$ cat src/design/rdv_step.sv
`default_nettype none
module rdv_step #(
	parameter int DATA_WIDTH = 32
) (
	input  wire logic [DATA_WIDTH-1:0] r_in,
	input  wire logic                  n_bit,
	input  wire logic [DATA_WIDTH-1:0] d,
	output logic      [DATA_WIDTH-1:0] r_out,
	output logic                       q_bit
);
	logic [DATA_WIDTH:0] t;
	logic [DATA_WIDTH:0] diff;

	always_comb begin
		t     = {r_in, n_bit};
		diff  = t - {1'b0, d};
		q_bit = (t >= {1'b0, d});
		r_out = q_bit ? diff[DATA_WIDTH-1:0] : t[DATA_WIDTH-1:0];
	end
endmodule
`default_nettype wire

$ cat config.mk
export PLATFORM = sky130hd
export DESIGN_NAME = rdv_step
export DESIGN_NICKNAME = d
export VERILOG_FILES = /design/src/design/rdv_step.sv
export SDC_FILE = /design/constraint.sdc
export NUM_CORES = 1
export LEC_CHECK = 0
export ABC_AREA = 1
export BUFFER_PORTS_ARGS = -buffer_cell sky130_fd_sc_hd__clkbuf_2
export CORE_MARGIN = 2
export CORE_UTILIZATION = 50
export DETAILED_ROUTE_END_ITERATION = 16
export GPL_ROUTABILITY_DRIVEN = 0
export PLACE_DENSITY = 0.81
export SLEW_MARGIN = 25
export SYNTH_ARGS = -nofsm -noshare
export SYNTH_HDL_FRONTEND = slang
export SYNTH_SLANG_ARGS = --single-unit
$ cat constraint.sdc
create_clock -name vclk -period 1.35
set_input_delay 0.0675 -clock vclk [all_inputs]
set_output_delay 0.0675 -clock vclk [all_outputs]
set_load 0.01 [all_outputs]
==> impl_metrics.py, run 1 <==
metrics = {
    "placed_design": {
        "place.detailed.hpwl_um": 9000,
        "port_buffers": 98,
    },
    "synthesis": {
        "syn_area_per_cell_um2": 4.90,
        "yosysWarnings": 0,
        "netlist_instances": 652,
        "seq_area_frac_synth_pct": 0,
        "yosys.cell_types.count": 29,
        "synth_nets": 750,
        "syn_area_um2": 3190,
    },
    "floorplan": {
        "start_util_pct": 50.9,
        "chipHeight_um": 83.9,
        "rows": 29,
        "die_x_um": 83.9,
        "io_pins": 98,
    },
    "outcome": {
        "firstError": "[ERROR GRT-0232] Routing congestion too high. Check the congestion heatmap in the GUI.",
        "lastStage": "5_1_grt",
        "outcome": "did not finish",
    },
    "grt": {
        "overflow": 49,
        "grt_max_degree": 13,
        "grt_util_all_layers_pct": 76.4,
    },
    "sta": {
        "timing.grt.repair.worst_endpoint": "r_out[8]",
        "worst_endpoint_kind": "top-level output",
    },
    "clock_network": {
        "cts_hold_buf": 0,
    },
}
-- per-layer routing --
layer / global-route usage (%) / overflow
met2: 93.7 / 28
met4: 84.9 / 21
met3: 58.2 / 0
met1: 73.9 / 0
met5: 23.5 / 0
-- synthesized netlist by cell type, types with 2 or more instances --
| library cell | number | area [µm²] |
|---|---|---|
| a21oi_1 | 20 | 100 |
| and2_1 | 8 | 50.1 |
| buf_2 | 7 | 35.0 |
| ha_1 | 32 | 400 |
| inv_1 | 149 | 559 |
| inv_2 | 3 | 11.3 |
| nand2_1 | 277 | 1040 |
| nand2_2 | 3 | 18.8 |
| nand3_1 | 52 | 260 |
| nand3_2 | 16 | 160 |
| nand3b_1 | 10 | 75.1 |
| nand4_1 | 2 | 12.5 |
| nor2_1 | 35 | 131 |
| nor2_2 | 4 | 25.0 |
| nor3_1 | 6 | 30.0 |
| nor3_2 | 2 | 20.0 |
| o21ai_0 | 2 | 10.0 |
| xor2_1 | 13 | 114 |
-- per-stage QoR --
step | setup slack [ps] | setup TNS, ps | utilization [%] | std cells | instance area (µm²)
after floorplan | -62.5 | -1690 | - | 652 | 3750
after global placement | -533 | -15130 | 75.6 | 886 | 4740
after detailed placement | -534 | -16290 | 75.6 | 886 | 4740
after CTS | -405 | -12290 | 87.7 | 913 | 5500
-- what timing repair did --
action,4_1_cts
setup endpoints to repair,33
pin swaps,33
hold endpoints to repair,0
setup buffers,21
resized for setup,115
cloned,7
-- cell families after synthesis --
| logic type | Yosys count | synth area share (%) |
|---|---|---|
| simple gates | 419 | 58.6 |
| xor+xnor | 14 | 3.84 |
| buf+inv | 162 | 20.4 |
| compound gates | 24 | 3.96 |
| fa+ha+maj | 33 | 13.2 |
==> run 2, diff against run 1 <==
--- a/config.mk
+++ b/config.mk
@@ -8,10 +8,10 @@
 export ABC_AREA = 1
 export BUFFER_PORTS_ARGS = -buffer_cell sky130_fd_sc_hd__clkbuf_2
 export CORE_MARGIN = 2
-export CORE_UTILIZATION = 50
+export CORE_UTILIZATION = 40
 export DETAILED_ROUTE_END_ITERATION = 16
 export GPL_ROUTABILITY_DRIVEN = 0
-export PLACE_DENSITY = 0.81
+export PLACE_DENSITY_LB_ADDON = 0.15
 export SLEW_MARGIN = 25
 export SYNTH_ARGS = -nofsm -noshare
 export SYNTH_HDL_FRONTEND = slang
==> constraint.sdc (replaced) <==
create_clock -name vclk -period 1.8
set_input_delay 0.09 -clock vclk [all_inputs]
set_output_delay 0.09 -clock vclk [all_outputs]
set_load 0.01 [all_outputs]
==> run 2 against run 1 <==
  * The flow now finishes, with violations (setup timing)
  * Synthesized area unchanged
  * Synthesized cell count stayed put
==> impl_metrics.py, run 2 <==
metrics = {
    "outcome": {
        "outcome": "finished, violations left",
        "violations": "setup timing",
    },
    "floorplan": {
        "core_um2": 7730,
        "start_util_pct": 41.3,
        "dieArea_um2": 8710,
        "rows": 32,
        "io_pins": 98,
        "die_x_um": 93.3,
        "chipHeight_um": 93.3,
    },
    "synthesis": {
        "syn_area_per_cell_um2": 4.90,
        "yosys-top-cells-area": "nand2_1 33%, inv_1 18%, ha_1 13%",
        "synth_nets": 750,
        "netlist_instances": 652,
        "yosysWarnings": 0,
        "yosysMostFrequentCell": "nand2_1",
        "synth_top_area_share_pct": 32.6,
        "seq_area_frac_synth_pct": 0,
        "yosysTopAreaCell": "nand2_1",
        "syn_area_um2": 3190,
        "synthTopCellsByCount": "277 x nand2_1, 149 x inv_1, 52 x nand3_1",
        "yosys.cell_types.count": 29,
    },
    "setup_path": {
        "critPathBufInv": 5,
        "cp_data_required_time_ps": 1710,
        "cpMaxStageDelayCell": "buf_6",
        "worst-path-max-fanout": 13,
        "path_cells": "buf_6 -> inv_2 -> ha_4 -> nand2_1 -> nand2_1 -> nand2_1 -> nand2_1 -> inv_2 -> a21oi_4 -> nor2_4 -> buf_6 -> nand3_1 -> nand2_1 -> buf_2",
        "cp-end-kind": "output port",
        "arrival_ps": 1890,
        "startpoint_type": "input port",
        "cp_top_family": "simple AND/OR/NAND/NOR gates",
        "slowest_delay_ps": 250,
        "worst-setup-path-type": "in2out",
        "cpMostUsedCell": "nand2_1",
    },
    "placed_design": {
        "post-place-ws_ps": -253,
        "place.detailed.hpwl_um": 9010,
        "port_buffers": 98,
        "place_area_um2": 4400,
        "dp.cells": 928,
    },
    "drt": {
        "wl_per_cell_um": 15.8,
        "drc": 0,
        "wirelength_um": 15100,
        "vias": 5053,
        "drt-initial-drc-count": 393,
        "ant_nets": 0,
        "vias_per_cell": 5.29,
        "dr.pass1.iters": 5,
    },
    "sta": {
        "hold_viol_final": 0,
        "tightest_slew_ps": 271,
        "fmax_mhz": 505,
        "maxSlewHeadroom_pct": 81.8,
        "fin_tns_setup_ps": -3620,
        "post-route-period-util_pct": 110,
        "fin_crit_ps": 1980,
        "rsz0062_at_grt": "yes",
        "finalSetupViolations": 32,
        "setup_ws_ps": -181,
        "slew_viol_final": 0,
    },
    "finish": {
        "clkbuf_count": 0,
        "instances_no_fill": 955,
        "final_common_cell": "nand2_1",
        "areaGrowthSynthToFinish_pct": 95.3,
        "fin_area_um2": 6230,
        "finish.utilization_pct": 80.7,
        "multi_input_area_um2": 3880,
        "seq_area_um2": 0,
        "nFlopsAndLatches": 0,
        "diodes": 0,
        "final_net_count": 953,
        "drive_gt1_share_pct": 59.8,
        "num-fill-cells": 475,
        "mostFrequentLayoutCells": "171 x nand2_1, 110 x inv_1, 98 x buf_4",
    },
    "grt": {
        "overflow": 0,
        "grt_pass1_vias": 4271,
        "grt_pass1_wl_um": 18700,
        "grt_util_all_layers_pct": 26.0,
        "antenna_found_initial": 0,
        "grt_max_degree": 18,
    },
    "pwr": {
        "peakVddDrop_uv": 224,
        "p_leak_uw": 0.00343,
        "p_per_area_nw_per_um2": 379,
    },
    "hold_path": {
        "hold_class": "in2out",
    },
    "job": {
        "maxCapViolations": 0,
    },
    "clock_network": {
        "cts_hold_buf": 0,
    },
}
==> run 2: where the power goes <==
part	internal (µW)	total (µW)	switching, µW
Combinational	1070	2360	1300
Clock	0	0	0
Sequential	0	0	0
==> run 2: cell families (layout without fill, tap and decap cells) <==
kind of cell,count (synthesis),after routing,share of synthesized area [%]
adders and majority gates,33,33,13.2
AOI/OAI and AO/OA,24,24,3.96
and+or+nand+nor,419,419,58.6
xor gates and xnor gates,14,14,3.84
buffers and inverters,162,363,20.4
==> run 2: stage by stage <==
step	hold WS (ps)	total power (µW)
2_1_floorplan	320	923
3_3_place_gp	500	1550
3_5_place_dp	504	1580
4_1_cts	520	1820
5_1_grt	510	2520
6_report	483	2360
==> run 2: metal layers <==
metal	track usage (%)	vias to the layer above	routed length, µm
met5	0	-	0
met4	6.37	0	762
met3	0.564	85	1170
met2	47.1	291	7550
met1	33.9	2317	5630
li1	-	2360	-
==> run 2: timing repair <==
action / CTS / global route
endpoints found under the setup margin: 33 / 33
pin swaps: 20 / 131
cloned: 2 / 0
gates resized for setup: 107 / 322
setup buffers: 6 / 19
endpoints found under the hold margin: 0 / 0
==> run 2: area by class of cell <==
class	instances	share of cell area, %
Multi-Input combinational cell	490	62.3
Timing Repair Buffer	211	26.3
Inverter	152	9.31
Tap cell	102	2.05
==> run 2: worst paths after layout <==
check	cells past startpoint	endpoint	from	slack, ps
worst max-delay path	14	r_out[23]	d[22]	-180
worst min-delay path	4	r_out[22]	r_in[21]	480
No activity file was read; power rests on OpenSTA's default activity.
==> run 3, diff against run 2 <==
==> constraint.sdc (replaced) <==
create_clock -name vclk -period 1.79
set_input_delay 0.0895 -clock vclk [all_inputs]
set_output_delay 0.0895 -clock vclk [all_outputs]
set_load 0.01 [all_outputs]
==> run 3 against run 2 <==
  * The run still ends with setup timing left
  * Non-clock buffer count grew 4
  * Flip-flop and latch count is the same
  * Die area is the same
  * Final cell count grew 0.42%
  * Wire length is essentially flat
  * First-iteration DRC count shrank 14%
  * Count of clock-buffer cells in the layout is the same
  * Design area grew 1.3%
  * Global-route usage shrank 0.10 points
  * Critical path depth grew 1
  * Core utilization grew 1.0 points
  * Setup slack gained 110 ps
  * Critical path type unchanged
  * Largest power group unchanged
==> impl_metrics.py, run 3 (synthesis results as in run 2) <==
metrics = {
    "setup_path": {
        "cp_top_family": "simple AND/OR/NAND/NOR gates",
        "cp_data_required_time_ps": 1700,
        "crit_start": "d[24]",
        "worst-setup-path-type": "in2out",
        "path_cells": "clkbuf_2 -> inv_2 -> ha_4 -> nand2_1 -> nand2_1 -> inv_1 -> nand2_2 -> inv_2 -> a21oi_4 -> nor2_4 -> nand2_8 -> buf_12 -> nand3_4 -> nand2_2 -> buf_6",
        "arrival_ps": 1770,
        "critPathBufInv": 6,
        "cpMaxStageDelayCell": "ha_4",
        "startpoint_type": "input port",
        "worst-path-max-fanout": 8,
        "slowest_delay_ps": 260,
        "cp-end-kind": "output port",
    },
    "finish": {
        "final_net_count": 957,
        "nFlopsAndLatches": 0,
        "num-fill-cells": 460,
        "final_common_cell": "nand2_1",
        "drive_gt1_share_pct": 59.4,
        "clkbuf_count": 0,
        "seq_area_um2": 0,
        "diodes": 0,
        "mostFrequentLayoutCells": "167 x nand2_1, 103 x buf_4, 101 x inv_1",
        "areaGrowthSynthToFinish_pct": 97.7,
    },
    "sta": {
        "setup_ws_ps": -69.4,
        "rsz0062_at_grt": "yes",
        "post-route-period-util_pct": 104,
        "fin_hold_ws_ps": 496,
        "slew_viol_final": 0,
        "maxSlewHeadroom_pct": 85.4,
        "finalSetupViolations": 32,
        "tightest_slew_ps": 217,
        "fmax_mhz": 538,
        "fin_crit_ps": 1860,
        "hold_viol_final": 0,
        "fin_tns_setup_ps": -1020,
    },
    "job": {
        "maxCapViolations": 0,
    },
    "hold_path": {
        "hp-start": "r_in[27]",
        "holdPathEnd": "r_out[28]",
        "hold_class": "in2out",
        "whs_path_depth": 4,
    },
    "drt": {
        "wl_per_cell_um": 15.8,
        "dr.pass1.iters": 5,
        "vias": 5103,
        "drt-initial-drc-count": 337,
        "wirelength_um": 15100,
        "vias_per_cell": 5.32,
        "drc": 0,
        "ant_nets": 0,
    },
    "pwr": {
        "peakVddDrop_uv": 211,
        "p_per_area_nw_per_um2": 388,
        "p_leak_uw": 0.00351,
    },
    "floorplan": {
        "die_x_um": 93.3,
        "rows": 32,
        "core_um2": 7730,
        "start_util_pct": 41.3,
        "chipHeight_um": 93.3,
        "io_pins": 98,
        "dieArea_um2": 8710,
    },
    "outcome": {
        "violations": "setup timing",
        "outcome": "finished, violations left",
    },
    "grt": {
        "overflow": 0,
        "antenna_found_initial": 0,
        "grt_util_all_layers_pct": 25.9,
        "grt_pass1_vias": 4225,
        "grt_pass1_wl_um": 18600,
        "grt_max_degree": 18,
    },
    "placed_design": {
        "port_buffers": 98,
        "place.detailed.hpwl_um": 9010,
    },
}
run 3: cell count changes in the layout (fill, tap and decap cells not counted), moves of 3 or more:
cell      change
buf_6        +11
nand3_1      +24
inv_2         +8
clkbuf_2      -3
nand3_2      -23
buf_4         +5
buf_2         -7
nand2_1       -4
nand2_2       -9
nor2_1        -5
inv_1         -9
nand2_4      +13
nor2_2        +5
xor2_2        -3
run 3: area by class of cell:
cell class / instances / area (µm²) / share of cell area [%]
inverter: 152 / 583 / 9.24
multi-input combinational: 490 / 3900 / 61.7
tap: 102 / 128 / 2.02
timing repair buffer: 215 / 1710 / 27.0
run 3: per-stage QoR:
step           instance area (µm²)  total power (µW)  util, %  instances  setup slack [ps]
3_5_place_dp                  4420              1590     57.2        931              -250
5_1_grt                       6310              2610     81.7        959              -150
2_1_floorplan                 3190               928        -        652               198
4_1_cts                       5090              1840     65.9        936             -53.4
3_3_place_gp                  4420              1570     57.2        931              -260
6_report                      6310              2450     81.7        959             -69.4
run 3: worst max-delay path by stage:
| stage | to | slack [ps] | depth (start not counted) |
|---|---|---|---|
| global route | r_out[21] | -150 | 15 |
| finish | r_out[26] | -70 | 15 |
| floorplan | r_out[16] | 200 | 12 |
| detailed placement | r_out[1] | -250 | 15 |
| CTS | r_out[23] | -50 | 13 |
| global placement | r_out[0] | -260 | 15 |
run 3: timing repair:
item | in CTS | in global routing
pin swaps | 25 | 147
hold buffers | 0 | 0
setup endpoints to repair | 33 | 33
gates cloned | 1 | 0
setup buffers | 4 | 23
resized for setup | 97 | 350
run 3: power by group:
group	internal [µW]	switching [µW]
logic	1120	1330
registers	0	0
clock network	0	0
run 3: worst min-delay path: stages:
cell,delay [ps]
buf_6,80
nand3_1,70
nand2_1,50
buf_2,120
run 3: metal layers:
layer | vias to the layer above | global-route usage, % | share of wire (%)
li1 | 2377 | - | -
met1 | 2331 | 33.4 | 38
met2 | 316 | 48.4 | 50
met3 | 79 | 1.13 | 6.9
met4 | 0 | 3.31 | 4.7
met5 | - | 0 | 0
